$ cat config.mk
export PLATFORM = sky130hd
export DESIGN_NAME = periodic_tick_dispatcher_flat
export DESIGN_NICKNAME = d
export VERILOG_FILES = /design/src/design/ptd_pkg.sv /design/src/design/ptd_if.sv /design/src/design/ptd_div.sv /design/src/design/ptd_datapath.sv /design/src/design/ptd_ctrl.sv /design/src/design/periodic_tick_dispatcher.sv /design/src/flat_wrapper.sv
export SDC_FILE = /design/constraint.sdc
export NUM_CORES = 1
export LEC_CHECK = 0
export ABC_AREA = 1
export BUFFER_PORTS_ARGS = -buffer_cell sky130_fd_sc_hd__buf_2
export CAP_MARGIN = 20
export CORE_ASPECT_RATIO = 1.4
export CORE_MARGIN = 3
export CORE_UTILIZATION = 65
export CTS_CLUSTER_DIAMETER = 30
export DETAILED_ROUTE_END_ITERATION = 10
export PLACE_DENSITY_LB_ADDON = 0.1
export SLEW_MARGIN = 20
export SYNTH_ARGS = -nofsm -noshare
export SYNTH_HDL_FRONTEND = slang
export SYNTH_HIERARCHICAL = 1
export SYNTH_SLANG_ARGS = --single-unit
$ cat constraint.sdc
create_clock -name clk -period 6.8 [get_ports clk]
set_input_delay 0.68 -clock clk [delete_from_list [all_inputs] [get_ports clk]]
set_output_delay 0.68 -clock clk [all_outputs]
set_load 0.01 [all_outputs]
$ cat src/design/ptd_pkg.sv
`timescale 1ns / 1ps
`default_nettype none
// ----------------------------------------------------------------------------
// ptd_pkg
// Shared widths, codes and controller/datapath bundles for the periodic tick
// dispatcher.
// ----------------------------------------------------------------------------
package ptd_pkg;

  localparam int DEF_NUM_CHANNELS = 16;
  localparam int SCAN_LIMIT       = 16;

  localparam int CMD_W  = 2;
  localparam int CH_W   = 4;
  localparam int PER_W  = 16;
  localparam int TICK_W = 32;
  localparam int ACT_W  = 5;

  localparam logic [ACT_W-1:0] ACT_RESET = 5'd16;

  localparam logic KIND_FIRE = 1'b0;
  localparam logic KIND_READ = 1'b1;

  typedef enum logic [CMD_W-1:0] {
    CMD_TICK = 2'd0,
    CMD_SET  = 2'd1,
    CMD_READ = 2'd2
  } cmd_t;

  typedef enum logic [1:0] {
    OUT_READ,
    OUT_FIRE_MID,
    OUT_FIRE_LAST
  } out_src_t;

  typedef struct packed {
    logic     capture;
    logic     store_tick;
    logic     tbl_rd;
    logic     rd_scan;
    logic     tbl_wr;
    logic     wr_zero;
    logic     div_start;
    logic     div_scan;
    logic     scan_clr;
    logic     scan_inc;
    logic     pend_load;
    logic     pend_clr;
    logic     out_load;
    out_src_t out_src;
  } ptd_cmd_t;

  typedef struct packed {
    cmd_t cmd;
    logic chan_ok;
    logic per_zero;
    logic tbl_per_zero;
    logic div_done;
    logic rem_zero;
    logic scan_last;
    logic scan_empty;
    logic out_free;
    logic pend_valid;
  } ptd_sts_t;

endpackage
`default_nettype wire

$ cat src/design/ptd_if.sv
`timescale 1ns / 1ps
`default_nettype none
// ----------------------------------------------------------------------------
// ptd_if
// Request, response and configuration channels of the tick dispatcher.
// ----------------------------------------------------------------------------
interface ptd_req_if import ptd_pkg::*; ();
  logic              valid;
  logic              ready;
  logic [CMD_W-1:0]  command;
  logic [CH_W-1:0]   channel;
  logic [PER_W-1:0]  period;
  logic [TICK_W-1:0] tick_value;

  modport source (output valid, command, channel, period, tick_value, input ready);
  modport sink   (input valid, command, channel, period, tick_value, output ready);
endinterface

interface ptd_rsp_if import ptd_pkg::*; ();
  logic              valid;
  logic              ready;
  logic              kind;
  logic [CH_W-1:0]   out_channel;
  logic [PER_W-1:0]  out_period;
  logic [TICK_W-1:0] current_tick;
  logic              last;

  modport source (output valid, kind, out_channel, out_period, current_tick, last,
                  input ready);
  modport sink   (input valid, kind, out_channel, out_period, current_tick, last,
                  output ready);
endinterface

interface ptd_cfg_if import ptd_pkg::*; ();
  logic             valid;
  logic             ready;
  logic [ACT_W-1:0] active_channels;

  modport source (output valid, active_channels, input ready);
  modport sink   (input valid, active_channels, output ready);
endinterface
`default_nettype wire

$ cat src/design/ptd_div.sv
`timescale 1ns / 1ps
`default_nettype none
// ----------------------------------------------------------------------------
// ptd_div
// Serial restoring remainder unit: 32-bit dividend by 16-bit divisor,
// one quotient bit per cycle.
// ----------------------------------------------------------------------------
module ptd_div import ptd_pkg::*; (
  input  logic              clk,
  input  logic              rst,
  input  logic              start,
  input  logic [TICK_W-1:0] dividend,
  input  logic [PER_W-1:0]  divisor,
  output logic              done,
  output logic [PER_W-1:0]  rem
);

  localparam int CNT_W = $clog2(TICK_W + 1);

  logic             busy;
  logic [CNT_W-1:0] cnt;
  logic [TICK_W-1:0] q;
  logic [PER_W-1:0] dvs;

  logic [PER_W:0]   trial;
  logic [PER_W:0]   diff;
  logic [PER_W-1:0] rem_next;

  always_comb begin
    trial    = {rem, q[TICK_W-1]};
    diff     = trial - {1'b0, dvs};
    rem_next = (trial >= {1'b0, dvs}) ? diff[PER_W-1:0] : trial[PER_W-1:0];
  end

  always_ff @(posedge clk) begin
    if (rst) begin
      busy <= 1'b0;
      done <= 1'b0;
      cnt  <= '0;
    end else begin
      done <= 1'b0;
      if (start) begin
        busy <= 1'b1;
        cnt  <= CNT_W'(TICK_W);
      end else if (busy) begin
        cnt <= cnt - 1'b1;
        if (cnt == CNT_W'(1)) begin
          busy <= 1'b0;
          done <= 1'b1;
        end
      end
    end
  end

  always_ff @(posedge clk) begin
    if (start) begin
      q   <= dividend;
      dvs <= divisor;
      rem <= '0;
    end else if (busy) begin
      q   <= {q[TICK_W-2:0], 1'b0};
      rem <= rem_next;
    end
  end

endmodule
`default_nettype wire

$ cat src/design/ptd_datapath.sv
`timescale 1ns / 1ps
`default_nettype none
// ----------------------------------------------------------------------------
// ptd_datapath
// Request capture, period/offset tables, tick register, remainder unit,
// pending fire slot and response register.
// ----------------------------------------------------------------------------
module ptd_datapath import ptd_pkg::*; #(
  parameter int NUM_CHANNELS = DEF_NUM_CHANNELS
) (
  input  logic              clk,
  input  logic              rst,
  input  logic [CMD_W-1:0]  in_command,
  input  logic [CH_W-1:0]   in_channel,
  input  logic [PER_W-1:0]  in_period,
  input  logic [TICK_W-1:0] in_tick_value,
  ptd_cfg_if.sink           cfg,
  ptd_rsp_if.source         rsp,
  input  ptd_cmd_t          ctl,
  output ptd_sts_t          sts
);

  localparam int IDX_W = (NUM_CHANNELS > 1) ? $clog2(NUM_CHANNELS) : 1;
  localparam int LIMIT = (NUM_CHANNELS < SCAN_LIMIT) ? NUM_CHANNELS : SCAN_LIMIT;
  localparam logic [8:0]       NUM_V   = 9'(NUM_CHANNELS);
  localparam logic [ACT_W-1:0] LIMIT_V = ACT_W'(LIMIT);

  logic [CMD_W-1:0]  req_cmd;
  logic [CH_W-1:0]   req_chan;
  logic [PER_W-1:0]  req_per;
  logic [TICK_W-1:0] req_tick;

  logic [TICK_W-1:0] last_tick;
  logic [ACT_W-1:0]  active;
  logic [ACT_W-1:0]  scan_n;
  logic [CH_W-1:0]   scan_ch;

  logic [PER_W-1:0]  per_mem [NUM_CHANNELS];
  logic [PER_W-1:0]  off_mem [NUM_CHANNELS];
  logic [NUM_CHANNELS-1:0] vld;
  logic [PER_W-1:0]  rd_per_raw;
  logic [PER_W-1:0]  rd_off_raw;
  logic              rd_vld;
  logic [PER_W-1:0]  tbl_per;
  logic [PER_W-1:0]  tbl_off;

  logic              chan_ok;
  logic [7:0]        rd_addr8;
  logic [IDX_W-1:0]  rd_addr;
  logic [7:0]        wr_addr8;
  logic [IDX_W-1:0]  wr_addr;

  logic [TICK_W-1:0] div_dividend;
  logic [PER_W-1:0]  div_divisor;
  logic              div_done;
  logic [PER_W-1:0]  div_rem;

  logic              pend_valid;
  logic [CH_W-1:0]   pend_ch;
  logic [PER_W-1:0]  pend_per;

  logic              out_valid;
  logic              out_free;

  assign cfg.ready = 1'b1;

  always_comb begin
    chan_ok  = {5'd0, req_chan} < NUM_V;
    scan_n   = (active > LIMIT_V) ? LIMIT_V : active;
    rd_addr8 = ctl.rd_scan ? {4'd0, scan_ch} : (chan_ok ? {4'd0, req_chan} : 8'd0);
    rd_addr  = rd_addr8[IDX_W-1:0];
    wr_addr8 = {4'd0, req_chan};
    wr_addr  = wr_addr8[IDX_W-1:0];
    tbl_per  = rd_vld ? rd_per_raw : '0;
    tbl_off  = rd_vld ? rd_off_raw : '0;
    out_free = !out_valid || rsp.ready;
    div_dividend = ctl.div_scan ? (last_tick - {{(TICK_W-PER_W){1'b0}}, tbl_off})
                                : last_tick;
    div_divisor  = ctl.div_scan ? tbl_per : req_per;
  end

  always_comb begin
    sts.cmd          = cmd_t'(req_cmd);
    sts.chan_ok      = chan_ok;
    sts.per_zero     = (req_per == '0);
    sts.tbl_per_zero = (tbl_per == '0);
    sts.div_done     = div_done;
    sts.rem_zero     = (div_rem == '0);
    sts.scan_last    = (ACT_W'({1'b0, scan_ch}) + ACT_W'(1)) == scan_n;
    sts.scan_empty   = (scan_n == '0);
    sts.out_free     = out_free;
    sts.pend_valid   = pend_valid;
  end

  ptd_div u_div (
    .clk      (clk),
    .rst      (rst),
    .start    (ctl.div_start),
    .dividend (div_dividend),
    .divisor  (div_divisor),
    .done     (div_done),
    .rem      (div_rem)
  );

  // control state
  always_ff @(posedge clk) begin
    if (rst) begin
      last_tick  <= '0;
      active     <= ACT_RESET;
      vld        <= '0;
      pend_valid <= 1'b0;
      out_valid  <= 1'b0;
    end else begin
      if (cfg.valid) begin
        active <= cfg.active_channels;
      end
      if (ctl.store_tick) begin
        last_tick <= req_tick;
      end
      if (ctl.tbl_wr) begin
        vld[wr_addr] <= 1'b1;
      end
      if (ctl.pend_clr) begin
        pend_valid <= 1'b0;
      end else if (ctl.pend_load) begin
        pend_valid <= 1'b1;
      end
      if (ctl.out_load) begin
        out_valid <= 1'b1;
      end else if (rsp.ready) begin
        out_valid <= 1'b0;
      end
    end
  end

  // payload
  always_ff @(posedge clk) begin
    if (ctl.capture) begin
      req_cmd  <= in_command;
      req_chan <= in_channel;
      req_per  <= in_period;
      req_tick <= in_tick_value;
    end
    if (ctl.scan_clr) begin
      scan_ch <= '0;
    end else if (ctl.scan_inc) begin
      scan_ch <= scan_ch + 1'b1;
    end
    if (ctl.pend_load) begin
      pend_ch  <= scan_ch;
      pend_per <= tbl_per;
    end
    if (ctl.out_load) begin
      rsp.current_tick <= last_tick;
      case (ctl.out_src)
        OUT_READ: begin
          rsp.kind        <= KIND_READ;
          rsp.out_channel <= req_chan;
          rsp.out_period  <= chan_ok ? tbl_per : '0;
          rsp.last        <= 1'b1;
        end
        OUT_FIRE_MID: begin
          rsp.kind        <= KIND_FIRE;
          rsp.out_channel <= pend_ch;
          rsp.out_period  <= pend_per;
          rsp.last        <= 1'b0;
        end
        default: begin
          rsp.kind        <= KIND_FIRE;
          rsp.out_channel <= pend_ch;
          rsp.out_period  <= pend_per;
          rsp.last        <= 1'b1;
        end
      endcase
    end
  end

  // tables
  always_ff @(posedge clk) begin
    if (ctl.tbl_wr) begin
      per_mem[wr_addr] <= req_per;
      off_mem[wr_addr] <= ctl.wr_zero ? '0 : div_rem;
    end
    if (ctl.tbl_rd) begin
      rd_per_raw <= per_mem[rd_addr];
      rd_off_raw <= off_mem[rd_addr];
      rd_vld     <= vld[rd_addr];
    end
  end

  assign rsp.valid = out_valid;

endmodule
`default_nettype wire

$ cat src/design/ptd_ctrl.sv
`timescale 1ns / 1ps
`default_nettype none
// ----------------------------------------------------------------------------
// ptd_ctrl
// Sequencer for request decode, interval update, readback and the tick scan.
// ----------------------------------------------------------------------------
module ptd_ctrl import ptd_pkg::*; (
  input  logic     clk,
  input  logic     rst,
  input  logic     in_valid,
  output logic     in_ready,
  input  ptd_sts_t sts,
  output ptd_cmd_t ctl
);

  typedef enum logic [3:0] {
    S_IDLE,
    S_DECODE,
    S_SET_DIV,
    S_RD_OUT,
    S_SCAN_RD,
    S_SCAN_CHK,
    S_SCAN_DIV,
    S_FIRE,
    S_FLUSH
  } state_t;

  state_t state;
  state_t state_next;

  assign in_ready = (state == S_IDLE);

  always_comb begin
    ctl        = '0;
    ctl.out_src = OUT_READ;
    state_next = state;
    unique case (state)
      S_IDLE: begin
        if (in_valid) begin
          ctl.capture = 1'b1;
          state_next  = S_DECODE;
        end
      end
      S_DECODE: begin
        unique case (sts.cmd)
          CMD_TICK: begin
            ctl.store_tick = 1'b1;
            ctl.scan_clr   = 1'b1;
            state_next     = sts.scan_empty ? S_IDLE : S_SCAN_RD;
          end
          CMD_SET: begin
            if (!sts.chan_ok) begin
              state_next = S_IDLE;
            end else if (sts.per_zero) begin
              ctl.tbl_wr  = 1'b1;
              ctl.wr_zero = 1'b1;
              state_next  = S_IDLE;
            end else begin
              ctl.div_start = 1'b1;
              state_next    = S_SET_DIV;
            end
          end
          CMD_READ: begin
            ctl.tbl_rd = 1'b1;
            state_next = S_RD_OUT;
          end
          default: begin
            state_next = S_IDLE;
          end
        endcase
      end
      S_SET_DIV: begin
        if (sts.div_done) begin
          ctl.tbl_wr = 1'b1;
          state_next = S_IDLE;
        end
      end
      S_RD_OUT: begin
        if (sts.out_free) begin
          ctl.out_load = 1'b1;
          ctl.out_src  = OUT_READ;
          state_next   = S_IDLE;
        end
      end
      S_SCAN_RD: begin
        ctl.tbl_rd  = 1'b1;
        ctl.rd_scan = 1'b1;
        state_next  = S_SCAN_CHK;
      end
      S_SCAN_CHK: begin
        if (sts.tbl_per_zero) begin
          ctl.scan_inc = !sts.scan_last;
          state_next   = sts.scan_last ? S_FLUSH : S_SCAN_RD;
        end else begin
          ctl.div_start = 1'b1;
          ctl.div_scan  = 1'b1;
          state_next    = S_SCAN_DIV;
        end
      end
      S_SCAN_DIV: begin
        if (sts.div_done) begin
          if (sts.rem_zero) begin
            state_next = S_FIRE;
          end else begin
            ctl.scan_inc = !sts.scan_last;
            state_next   = sts.scan_last ? S_FLUSH : S_SCAN_RD;
          end
        end
      end
      S_FIRE: begin
        if (!sts.pend_valid || sts.out_free) begin
          ctl.out_load  = sts.pend_valid;
          ctl.out_src   = OUT_FIRE_MID;
          ctl.pend_load = 1'b1;
          ctl.scan_inc  = !sts.scan_last;
          state_next    = sts.scan_last ? S_FLUSH : S_SCAN_RD;
        end
      end
      S_FLUSH: begin
        if (!sts.pend_valid) begin
          state_next = S_IDLE;
        end else if (sts.out_free) begin
          ctl.out_load = 1'b1;
          ctl.out_src  = OUT_FIRE_LAST;
          ctl.pend_clr = 1'b1;
          state_next   = S_IDLE;
        end
      end
      default: begin
        state_next = S_IDLE;
      end
    endcase
  end

  always_ff @(posedge clk) begin
    if (rst) begin
      state <= S_IDLE;
    end else begin
      state <= state_next;
    end
  end

endmodule
`default_nettype wire

$ cat src/design/periodic_tick_dispatcher.sv
`timescale 1ns / 1ps
`default_nettype none
// ----------------------------------------------------------------------------
// periodic_tick_dispatcher
// Read interval: table read, then the response once the output is free. Set
// interval: period 0 writes a zero offset, else a 32-step serial remainder.
// Tick: each scanned channel that is enabled runs the remainder and fires
// when it is zero; a response stall can hold the scan. One request at a time.
// Reset clears the table valid bits (all entries read as zero), the stored
// tick, and sets active_channels to 16; no clearing pass.
// ----------------------------------------------------------------------------
module periodic_tick_dispatcher import ptd_pkg::*; #(
  parameter int NUM_CHANNELS = DEF_NUM_CHANNELS
) (
  input  logic      clk,
  input  logic      rst,
  ptd_cfg_if.sink   cfg,
  ptd_req_if.sink   req,
  ptd_rsp_if.source rsp
);

  ptd_cmd_t ctl;
  ptd_sts_t sts;
  logic     in_ready;

  assign req.ready = in_ready;

  ptd_ctrl u_ctrl (
    .clk      (clk),
    .rst      (rst),
    .in_valid (req.valid),
    .in_ready (in_ready),
    .sts      (sts),
    .ctl      (ctl)
  );

  ptd_datapath #(
    .NUM_CHANNELS (NUM_CHANNELS)
  ) u_datapath (
    .clk           (clk),
    .rst           (rst),
    .in_command    (req.command),
    .in_channel    (req.channel),
    .in_period     (req.period),
    .in_tick_value (req.tick_value),
    .cfg           (cfg),
    .rsp           (rsp),
    .ctl           (ctl),
    .sts           (sts)
  );

endmodule
`default_nettype wire
$ cat src/flat_wrapper.sv
// flat-port wrapper written by rule: the top's interface ports become plain ports
module periodic_tick_dispatcher_flat import ptd_pkg::*;
#(
  parameter int NUM_CHANNELS = DEF_NUM_CHANNELS
)
  (clk, rst, cfg_valid, cfg_active_channels, cfg_ready, req_valid, req_command, req_channel, req_period, req_tick_value, req_ready, rsp_valid, rsp_kind, rsp_out_channel, rsp_out_period, rsp_current_tick, rsp_last, rsp_ready);
  ptd_cfg_if cfg_i ();
  ptd_req_if req_i ();
  ptd_rsp_if rsp_i ();
  input  logic clk;
  input  logic rst;
  input wire logic [$bits(cfg_i.valid)-1:0] cfg_valid;
  input wire logic [$bits(cfg_i.active_channels)-1:0] cfg_active_channels;
  output wire logic [$bits(cfg_i.ready)-1:0] cfg_ready;
  input wire logic [$bits(req_i.valid)-1:0] req_valid;
  input wire logic [$bits(req_i.command)-1:0] req_command;
  input wire logic [$bits(req_i.channel)-1:0] req_channel;
  input wire logic [$bits(req_i.period)-1:0] req_period;
  input wire logic [$bits(req_i.tick_value)-1:0] req_tick_value;
  output wire logic [$bits(req_i.ready)-1:0] req_ready;
  output wire logic [$bits(rsp_i.valid)-1:0] rsp_valid;
  output wire logic [$bits(rsp_i.kind)-1:0] rsp_kind;
  output wire logic [$bits(rsp_i.out_channel)-1:0] rsp_out_channel;
  output wire logic [$bits(rsp_i.out_period)-1:0] rsp_out_period;
  output wire logic [$bits(rsp_i.current_tick)-1:0] rsp_current_tick;
  output wire logic [$bits(rsp_i.last)-1:0] rsp_last;
  input wire logic [$bits(rsp_i.ready)-1:0] rsp_ready;
  assign cfg_i.valid = cfg_valid;
  assign cfg_i.active_channels = cfg_active_channels;
  assign cfg_ready = cfg_i.ready;
  assign req_i.valid = req_valid;
  assign req_i.command = req_command;
  assign req_i.channel = req_channel;
  assign req_i.period = req_period;
  assign req_i.tick_value = req_tick_value;
  assign req_ready = req_i.ready;
  assign rsp_valid = rsp_i.valid;
  assign rsp_kind = rsp_i.kind;
  assign rsp_out_channel = rsp_i.out_channel;
  assign rsp_out_period = rsp_i.out_period;
  assign rsp_current_tick = rsp_i.current_tick;
  assign rsp_last = rsp_i.last;
  assign rsp_i.ready = rsp_ready;
  periodic_tick_dispatcher #(.NUM_CHANNELS(NUM_CHANNELS)) u_core (.clk(clk), .rst(rst), .cfg(cfg_i), .req(req_i), .rsp(rsp_i));
endmodule
# ---- Yosys cells after proc, flatten, opt, wreduce, memory -nomap -nowiden
# Memories as Yosys holds them, arrays and structs flattened. A register that Yosys moved wholly into a read port is not among the register bits.
# Cells that the tools add are included.
# W data, S select, Z words.
dict set report op_classes {
  n_addsub 5
  mul 0
  n_div 0
  magnitude_cmp 5
  n_eq_ne 17
  shift 0
  mux 69
  n_bitwise 2
  reduce_logical 19
}
# cell count
set op_table {}
lappend op_table {{$mux W16} 6}
lappend op_table {{$mux W32} 3}
lappend op_table {{$mux W4} 13}
lappend op_table {{$logic_not A16 Y1} 3}
lappend op_table {{$pmux W4 S9} 1}
lappend op_table {{$sub A32 B16 Y32} 1}
lappend op_table {{$mux W1} 27}
lappend op_table {{$ge A17 B16 Y1} 1}
lappend op_table {{$eq A4 B3 Y1 const B} 4}
lappend op_table {{$or A16 B16 Y16} 1}
lappend op_table {{$sub A16 B16 Y16} 1}
lappend op_table {{$mux W3} 4}
lappend op_table {{$mux W6} 2}
lappend op_table {{$pmux W4 S3} 1}
lappend op_table {{$lt A4 B5 Y1 const B} 2}
lappend op_table {{$pmux W3 S3} 1}
lappend op_table {{$eq A4 B2 Y1 const B} 2}
lappend op_table {{$mux W2} 4}
lappend op_table {{$ne A2 B2 Y1 const B} 4}
lappend op_table {{$eq A6 B1 Y1 const B} 1}
lappend op_table {{$pmux W1 S2} 3}
lappend op_table {{$sub A6 B1 Y6 const B} 1}
lappend op_table {{$add A4 B1 Y5 const B} 1}
lappend op_table {{$eq A5 B5 Y1} 1}
lappend op_table {{22 further kinds} 29}
dict set report totals {
  reg_bits 264
  latchBits 0
  ram_bits 512
  rom_bits 0
  inputBits 64
  output_inout_bits 57
  word_cells 145
  n_memories 2
}
# name depth word_bits read_ports rd_clocked_by_memory_dff write_ports line_no
set mem_list {}
lappend mem_list {u_core.u_datapath.off_mem 16 16 1 1 1 ptd_datapath.sv:39} ;# logic [PER_W-1:0] off_mem [NUM_CHANNELS];
lappend mem_list {u_core.u_datapath.per_mem 16 16 1 1 1 ptd_datapath.sv:38} ;# logic [PER_W-1:0] per_mem [NUM_CHANNELS];

# ---- Logic depth before layout (Yosys ltp)
# Gate-level depths: netlist (run 1).
dict set report logic_depth {
  depth_word 7
  depth_mapped 18
}

# ---- Hierarchy
# The synthesis (run 1) kept the hierarchy.
# module instances cells_per_inst area_each_um2
set by_module_without_submodules {}
lappend by_module_without_submodules {ptd_datapath 1 2562 30676.9}
lappend by_module_without_submodules {ptd_div 1 536 4121.5}
lappend by_module_without_submodules {ptd_ctrl 1 101 521.8}

# ---- Worst setup path after synthesis (run 1)
# OpenSTA, ideal clock, no wires.
dict set report synth_path {
  path_type {input to register}
  start {input rsp_ready}
  end {register u_core.u_datapath.rsp.current_tick[0] (enable)}
  setup_time_ps 468
  arrival_time_ps 3219
  slack_ps 3113
  cell_stages 5
  cell_sequence {inv_1 nand2_1 buf_4 inv_1 nor2_1}
}
# item line_no
set synth_lines {}
lappend synth_lines {{start: declaration} flat_wrapper.sv:27} ;# input wire logic [$bits(rsp_i.ready)-1:0] rsp_ready;
lappend synth_lines {{end signal: assignment} ptd_datapath.sv:154} ;# rsp.current_tick <= last_tick;
lappend synth_lines {{end: declaration} ptd_if.sv:28} ;# modport source (output valid, kind, out_channel, out_period, current_tick, last,

==> metrics.md, run 1 <==
| Metric | Value |
|---|---|
| Status | `complete, no violations` |
| Layout Skew | `0.0420 ns` |
| Crit path kind | `flop to flop` |
| Final setup viols | `0` |
| Port-buffer cells | `119` |
| Max Transition Viols Final | `0` |
| Unrepaired setup endpoints after global routing | `no` |
| Worst Hold Class | `input port to flop` |
| Wire per inst | `22.9 um` |
| Lkg Pwr | `16.0 nW` |
| Internal reg-to-reg setup slack | `2.66 ns` |
| I/O pins | `121` |
| Die area | `0.0572 mm^2` |
| H-tree levels | `3` |
| Slew of the pin with the lowest slew margin | `1.06 ns` |
| Count of final hold-check violations | `0` |
| Clock buffer depth | `3` |
| Post-synth EDFFs | `721` |
| Fraction of layout cells with a size suffix above 1 | `14.0%` |
| Fraction of registers with async set/reset | `0%` |
| Slew HR | `29.6%` |
| Distinct cells, synth | `45` |
| Commonest cells after routing, fill and taps aside | `721 x edfxtp_1, 653 x nand2_1, 371 x inv_1` |
| Synthesized area per cell | `11.0 um^2` |
| Top cells by area, synth | `edfxtp_1 61%, nand2_1 7.0%, dfxtp_1 4.9%` |
| Seq cells post-synth | `808` |
| Critical path peak fanout | `167` |
| Global-route wire length before repair | `141,000 um` |
| Final worst slack | `2.66 ns` |
| Critical path endpoint | `u_core/u_datapath/rd_off_raw[0]` |
| Area Overhead vs Synth | `15.2%` |
| Power Density | `348 mW/mm^2` |
| Worst Setup SP | `u_core/u_ctrl/state[2]` |
| Max frequency | `0.241 GHz` |
| YS warnings | `6` |
| Commonest non-fill, non-tap cell in the layout | `edfxtp_1` |
| Startpoint class of the critical path | `flop` |
| Cts hold-fix bufs | `0` |
| Largest net degree at the start of global routing | `168` |
| Final Power | `14.2 mW` |
| Worst-path clk slew | `0.06 ns` |
| Die Wd | `203 um` |
| Final wirelength | `94,700 um` |
| Worst EP required | `7.15 ns` |
| Clock Latency Late Sink | `0.68 ns` |
| Setup TNS | `0 ns` |
| Period utilization | `60.9%` |
| Via count | `25,000` |
| Drt via density | `6.06` |
| Setup Fix Bufs, Post-CTS | `0` |
| DRT iter0 DRCs | `2,794` |
| Worst reg2reg path depth | `12` |
| CTS tree | `done` |
| Clock tree sinks | `808` |
| Fin crit period | `4.14 ns` |
| Post-DRT Antenna Nets | `0` |
| Pre-CTS setup slack | `2.82 ns` |
| Root Buffer | `clkbuf_16` |
| Sequential element share of the synthesized area | `66.2%` |
| Crit path DAT | `4.49 ns` |
| Nets | `3,415` |
| Worst hold slack | `0.184 ns` |
| Worst r2r dst | `u_core/u_datapath/rd_off_raw[0]` |
| Worst Setup End Kind | `flop` |
| Initial Util | `66.1%` |
| Cts bufs inserted | `114` |
| Gr ovfl total | `0` |
| Cells after Synth | `3,199` |
| Area leader, netlist | `edfxtp_1` |
| Die Ht | `282 um` |
| Max VDD drop | `0.000359 V` |
| Top cell type's share of synthesized area | `61.3%` |
| DR pass1 iterations | `6` |
| RePlAce Congestion | `0.893` |
| Predominant post-synthesis flop cell | `edfxtp_1` |
| GRT Util Overall | `32.6%` |
| FP Rows | `100` |
| DRC viols | `0` |
| Maxcap violations | `0` |
| Post-CTS sizing | `0` |
| DPL Wire Length | `55,900 um` |
| Initial antenna violation count | `2` |
| Core area | `0.0534 mm^2` |
| Post-Syn Area | `0.0353 mm^2` |
| R2R Path Start | `u_core/u_ctrl/state[2]` |
| Post-route cell area | `0.0407 mm^2` |
| Post-DP Area | `0.0365 mm^2` |
| Number of global-route vias before repair | `24,200` |
==> metal layers <==
layer	GRT usage [%]	routed length, um	vias up
met5	0	0	-
met4	15.4	4190	0
met3	5.30	8710	252
met2	55.5	46800	1342
met1	41.4	35000	12000
li1	-	-	11400
==> stage by stage <==
step,util [%],instances
5_1_grt,76.2,4128
3_5_place_dp,68.3,3910
4_1_cts,76.1,4127
2_1_floorplan,-,3200
6_report,76.2,4128
3_3_place_gp,68.3,3910
==> cell families after synthesis <==
| kind of cell | count (synthesis) | share of synthesized area, % |
|---|---|---|
| AO/OA/AOI/OAI | 684 | 12.4 |
| XOR/XNOR | 19 | 0.471 |
| adder cells (fa/ha/maj) | 39 | 1.42 |
| buffers and inverters | 544 | 6.37 |
| flip-flops | 808 | 66.2 |
| other | 1 | 0.0106 |
| AND/OR/NAND/NOR | 1104 | 13.1 |
==> state kept, by name (all words and copies together), names as in the netlist, 6 cells and up <==
| signal | cells |
|---|---|
| u_core/u_datapath/req_per | 16 |
| u_core/u_datapath/vld | 16 |
| u_core/u_datapath/rd_off_raw | 16 |
| u_core/u_datapath/rd_per_raw | 16 |
| u_core/u_datapath/rsp.current_tick | 32 |
| u_core/u_datapath/req_tick | 32 |
| u_core/u_datapath/u_div/cnt | 6 |
| u_core/u_datapath/last_tick | 32 |
| u_core/u_datapath/u_div/rem | 16 |
| u_core/u_datapath/pend_per | 16 |
| u_core/u_datapath/rsp.out_period | 16 |
| u_core/u_datapath/u_div/q | 32 |
| u_core/u_datapath/off_mem | 256 |
| u_core/u_datapath/u_div/dvs | 16 |
| u_core/u_datapath/per_mem | 256 |
==> worst min path at each step <==
stage                                    start                                endpoint  slack [ns]  cells after the start
5_1_grt                     req_tick_value[24]          u_core/u_datapath/req_tick[24]        0.17                      1
3_5_place_dp   u_core/u_datapath/last_tick[31]  u_core/u_datapath/rsp.current_tick[31]        0.44                      0
6_report                        req_period[13]           u_core/u_datapath/req_per[13]        0.18                      1
3_3_place_gp          u_core/u_datapath/vld[2]                u_core/u_datapath/vld[2]        0.45                      2
4_1_cts                         req_period[13]           u_core/u_datapath/req_per[13]        0.15                      1
2_1_floorplan   u_core/u_datapath/last_tick[0]   u_core/u_datapath/rsp.current_tick[0]        0.43                      0
==> critical path, stage by stage (launching register included) <==
cell      delay (ns)
dfxtp_1         0.38
inv_2           0.08
nor2_4          0.17
nand2_1         0.14
inv_1           0.39
nand2_4         0.42
nand2_8         0.90
buf_4           0.55
nand2_1         0.16
o211ai_2        0.10
o211ai_1        0.11
nand3_1         0.13
nand2_1         0.17
==> Yosys cell counts, types with 4 or more instances <==
master    count
a21oi_1     204
and2_1        4
buf_1         5
buf_2        33
buf_4        11
buf_6        15
clkbuf_1     93
clkbuf_2     10
dfxtp_1      87
edfxtp_1    721
ha_1         37
inv_1       374
nand2_1     654
nand2_4       5
nand3_1     158
nand3_2       4
nand3b_1     14
nand4_1      24
nor2_1      196
nor2_2        5
nor3_1       20
nor4_1        6
o211ai_1    207
o211ai_2     52
o21ai_0     205
o21ai_1       5
xnor2_1      14
xor2_1        5
==> power by group <==
| group | switching [mW] | leakage (nW) | total, mW | internal (mW) |
|---|---|---|---|---|
| Clock | 2.25 | 2.02 | 6.30 | 4.05 |
| Combinational | 1.41 | 6.25 | 1.97 | 0.565 |
| Sequential | 0.178 | 7.78 | 5.87 | 5.70 |
| Total | 3.84 | 16.0 | 14.2 | 10.3 |
==> final cells by class <==
class | instances | area [um^2]
flip-flops and latches | 808 | 23400
fillers | 3426 | 12700
multi-input cells | 1848 | 9880
clock buffers | 129 | 3000
inverters | 377 | 1420
clock inverters | 88 | 1190
repair buffers | 163 | 926
well taps | 714 | 893
diodes | 1 | 2.50
Power figures use the tool's default switching activity.
==> inputs of run 2 (changes only) <==
- ABC_AREA: 1 -> 0
- CORE_UTILIZATION: 65 -> 56
- clock period: 6.8 -> 3.5 ns (I/O delays scaled with it)
==> run 2 against run 1 <==
Sequential share of layout area shrank 0.30 points. First-iteration DRC count shrank 43%. Synthesized cell count shrank 37%. Largest power group unchanged.
==> metrics.md, run 2 <==
| Metric | Value |
|---|---|
| Status | `complete, no violations (unchanged)` |
| Pre-CTS setup slack | `0.0846 ns (was 2.82 ns)` |
| Startpoint class of the critical path | `flop (unchanged)` |
| Clock buffer depth | `3 (unchanged)` |
| Fin crit period | `3.32 ns (was 4.14 ns)` |
| Number of antenna diodes | `0 (was 1)` |
| DRC viols | `0 (unchanged)` |
| DPL Wire Length | `50,600 um (was 55,900 um)` |
| Largest registers | `u_core/u_datapath/off_mem (256), u_core/u_datapath/per_mem (256) (unchanged)` |
| Met3 wire length | `4550 um (was 8710 um)` |
| Post-synth EDFFs | `721 (unchanged)` |
| Worst EP required | `3.93 ns (was 7.15 ns)` |
| Synthesized area per cell | `16.6 um^2 (was 11.0 um^2)` |
| Critical path peak fanout | `16 (was 167)` |
| Top cells by area, synth | `edfxtp_1 65%, mux4_2 8.9%, dfxtp_1 5.2% (was edfxtp_1 61%, nand2_1 7.0%, dfxtp_1 4.9%)` |
| Area Overhead vs Synth | `22.7% (was 15.2%)` |
| M1 wire length | `30,900 um (was 35,000 um)` |
| Clock tree sinks | `808 (unchanged)` |
| Util after Layout | `69.7% (was 76.2%)` |
| Initial antenna violation count | `1 (was 2)` |
| Worst Setup SP | `u_core/u_datapath/rd_vld (was u_core/u_ctrl/state[2])` |
| Cts bufs inserted | `130 (was 114)` |
| DR pass1 iterations | `5 (was 6)` |
| Synth top cells by count | `721 x edfxtp_1, 147 x nor2_1, 132 x mux4_2 (was 721 x edfxtp_1, 654 x nand2_1, 374 x inv_1)` |
| Worst Setup End Kind | `flop (unchanged)` |
| Crit path kind | `flop to flop (unchanged)` |
| Cells after Synth | `2,008 (was 3,199)` |
| Multi-input gate area | `0.00945 mm^2 (was 0.00988 mm^2)` |
| Period utilization | `95.0% (was 60.9%)` |
| Worst r2r dst | `u_core/u_datapath/u_div/q[31] (was u_core/u_datapath/rd_off_raw[0])` |
| Sequential element share of the synthesized area | `70.2% (was 66.2%)` |
| Max Transition Viols Final | `0 (unchanged)` |
| Max frequency | `0.301 GHz (was 0.241 GHz)` |
| Fill cell count | `3,793 (was 3,426)` |
| CTS tree | `done (unchanged)` |
| Count of final hold-check violations | `0 (unchanged)` |
| Worst Hold Class | `input port to flop (unchanged)` |
| I/O pins | `121 (unchanged)` |
| Predominant post-synthesis flop cell | `edfxtp_1 (unchanged)` |
| Core area | `0.0587 mm^2 (was 0.0534 mm^2)` |
| Top cell type's share of synthesized area | `64.9% (was 61.3%)` |
| Die area | `0.0625 mm^2 (was 0.0572 mm^2)` |
| Commonest cells after routing, fill and taps aside | `721 x edfxtp_1, 133 x nor2_1, 132 x mux4_2 (was 721 x edfxtp_1, 653 x nand2_1, 371 x inv_1)` |
| Fraction of layout cells with a size suffix above 1 | `29.2% (was 14.0%)` |
| H-tree levels | `4 (was 3)` |
| Wire per inst | `25.3 um (was 22.9 um)` |
| Commonest non-fill, non-tap cell in the layout | `edfxtp_1 (unchanged)` |
| Post-DRT Antenna Nets | `0 (unchanged)` |
| DRT iter0 DRCs | `1,602 (was 2,794)` |
| R2R Path Start | `u_core/u_datapath/rd_vld (was u_core/u_ctrl/state[2])` |
| FP Rows | `105 (was 100)` |
| Seq cells post-synth | `808 (unchanged)` |
| Maxcap violations | `0 (unchanged)` |
| Critical path endpoint | `u_core/u_datapath/u_div/q[31] (was u_core/u_datapath/rd_off_raw[0])` |
| Most frequent cell after synthesis | `edfxtp_1 (unchanged)` |
| Unrepaired setup endpoints after global routing | `no (unchanged)` |
| RePlAce Congestion | `0.896 (was 0.893)` |
| Clock Latency Late Sink | `0.71 ns (was 0.68 ns)` |
| Slew of the pin with the lowest slew margin | `1.03 ns (was 1.06 ns)` |
| Seq. cell area | `0.0234 mm^2 (unchanged)` |
| Nets | `2,432 (was 3,415)` |
| Die Wd | `212 um (was 203 um)` |
| Internal reg-to-reg setup slack | `0.18 ns (was 2.66 ns)` |
| GRT Util Overall | `26.3% (was 32.6%)` |
| Post-DP Area | `0.0358 mm^2 (was 0.0365 mm^2)` |
| Top Layer Used | `met4 (unchanged)` |
| Drt via density | `6.00 (was 6.06)` |
| Worst-path clk slew | `0.05 ns (was 0.06 ns)` |
| Die Ht | `295 um (was 282 um)` |
| Via count | `19,100 (was 25,000)` |
| Final worst slack | `0.177 ns (was 2.66 ns)` |
| Fraction of registers with async set/reset | `0% (unchanged)` |
| Gr ovfl total | `0 (unchanged)` |
| Distinct cells, synth | `85 (was 45)` |
| Lkg Pwr | `14.1 nW (was 16.0 nW)` |
| Crit path DAT | `3.75 ns (was 4.49 ns)` |
| Worst reg2reg path depth | `10 (was 12)` |
| Post-Syn Area | `0.0333 mm^2 (was 0.0353 mm^2)` |
| Number of global-route vias before repair | `19,900 (was 24,200)` |
| Final setup viols | `0 (unchanged)` |
| Max VDD drop | `0.000505 V (was 0.000359 V)` |
| Layout Skew | `0.0325 ns (was 0.0420 ns)` |
| Slew HR | `31.2% (was 29.6%)` |
| Global-route wire length before repair | `121,000 um (was 141,000 um)` |
| Final wirelength | `80,500 um (was 94,700 um)` |
| Root Buffer | `clkbuf_16 (unchanged)` |
| Met2 wire length | `42,700 um (was 46,800 um)` |
| YS warnings | `6 (unchanged)` |
| Area leader, netlist | `edfxtp_1 (unchanged)` |
| Largest net degree at the start of global routing | `67 (was 168)` |
| Port-buffer cells | `119 (unchanged)` |
| Post-route cell area | `0.0409 mm^2 (was 0.0407 mm^2)` |
| Power Density | `757 mW/mm^2 (was 348 mW/mm^2)` |
| Initial Util | `56.8% (was 66.1%)` |
## run 2: per-stage QoR
step	setup TNS (ns)	hold WS [ns]	total power, mW	std cells
floorplan	-31.10	0.406	16.3	2009
global placement	0	0.444	18.2	2883
detailed placement	0	0.460	18.3	2883
CTS	0	0.000692	31.2	3182
global route	0	0.0114	32.2	3182
finish	0	0.0275	31.0	3182
## run 2: repair_timing
| item | 4_1_cts | 5_1_grt |
|---|---|---|
| buffers inserted | 0 | 0 |
| hold buffers | 63 | 0 |
| gates resized for setup | 0 | 2 |
| endpoints found under the setup margin | 0 | 6 |
| endpoints found under the hold margin | 59 | 0 |
## run 2: final cells by class
class,instances,share of cell area (%)
repair buffers,296,6.25
clock buffers,150,8.18
inverters,40,0.367
well taps,749,2.29
flip-flops and latches,808,57.2
multi-input cells,1053,23.1
clock inverters,86,2.62
## run 2: cells by family after synthesis
| logic type | synth area share [%] |
|---|---|
| flops | 70.2 |
| simple gates | 7.10 |
| mux | 13.1 |
| compound gates | 4.67 |
| buf+inv | 2.21 |
| xor+xnor | 1.26 |
| fa+ha+maj | 1.51 |
| other cells | 0.0112 |
## run 2: worst min-delay path by stage
stage | start | end | slack [ns] | cells past startpoint
2_1_floorplan | u_core/u_datapath/scan_ch[2] | u_core/u_datapath/pend_ch[2] | 0.41 | 0
3_3_place_gp | u_core/u_datapath/vld[9] | u_core/u_datapath/vld[9] | 0.44 | 2
3_5_place_dp | u_core/u_datapath/vld[7] | u_core/u_datapath/vld[7] | 0.46 | 2
4_1_cts | rst | u_core/u_datapath/active[3] | 0.0007 | 2
5_1_grt | rst | u_core/u_datapath/active[3] | 0.01 | 2
6_report | rst | u_core/u_datapath/active[2] | 0.03 | 2
## run 2: per-layer routing
layer  global-route usage, %  vias to the layer above
met1                    32.9                     9771
met2                    46.4                      653
met4                    9.63                        0
met5                       0                        -
li1                        -                     8509
met3                    4.44                      168
## run 2: critical path, stage by stage (launching register included)
cell	delay (ns)
edfxtp_1	0.37
buf_4	0.24
nand2_1	0.09
ha_1	0.46
nand3_1	0.19
nor2_1	0.54
nand4_1	0.36
o2111ai_1	0.27
nor4b_2	0.09
xor2_1	0.15
mux2_2	0.28
## run 2: where the power goes
part | leakage [nW] | total (mW) | switching [mW] | internal (mW)
registers | 7.25 | 12.3 | 0.480 | 11.8
logic | 4.75 | 5.93 | 3.53 | 2.40
clock network | 2.14 | 12.7 | 4.58 | 8.15
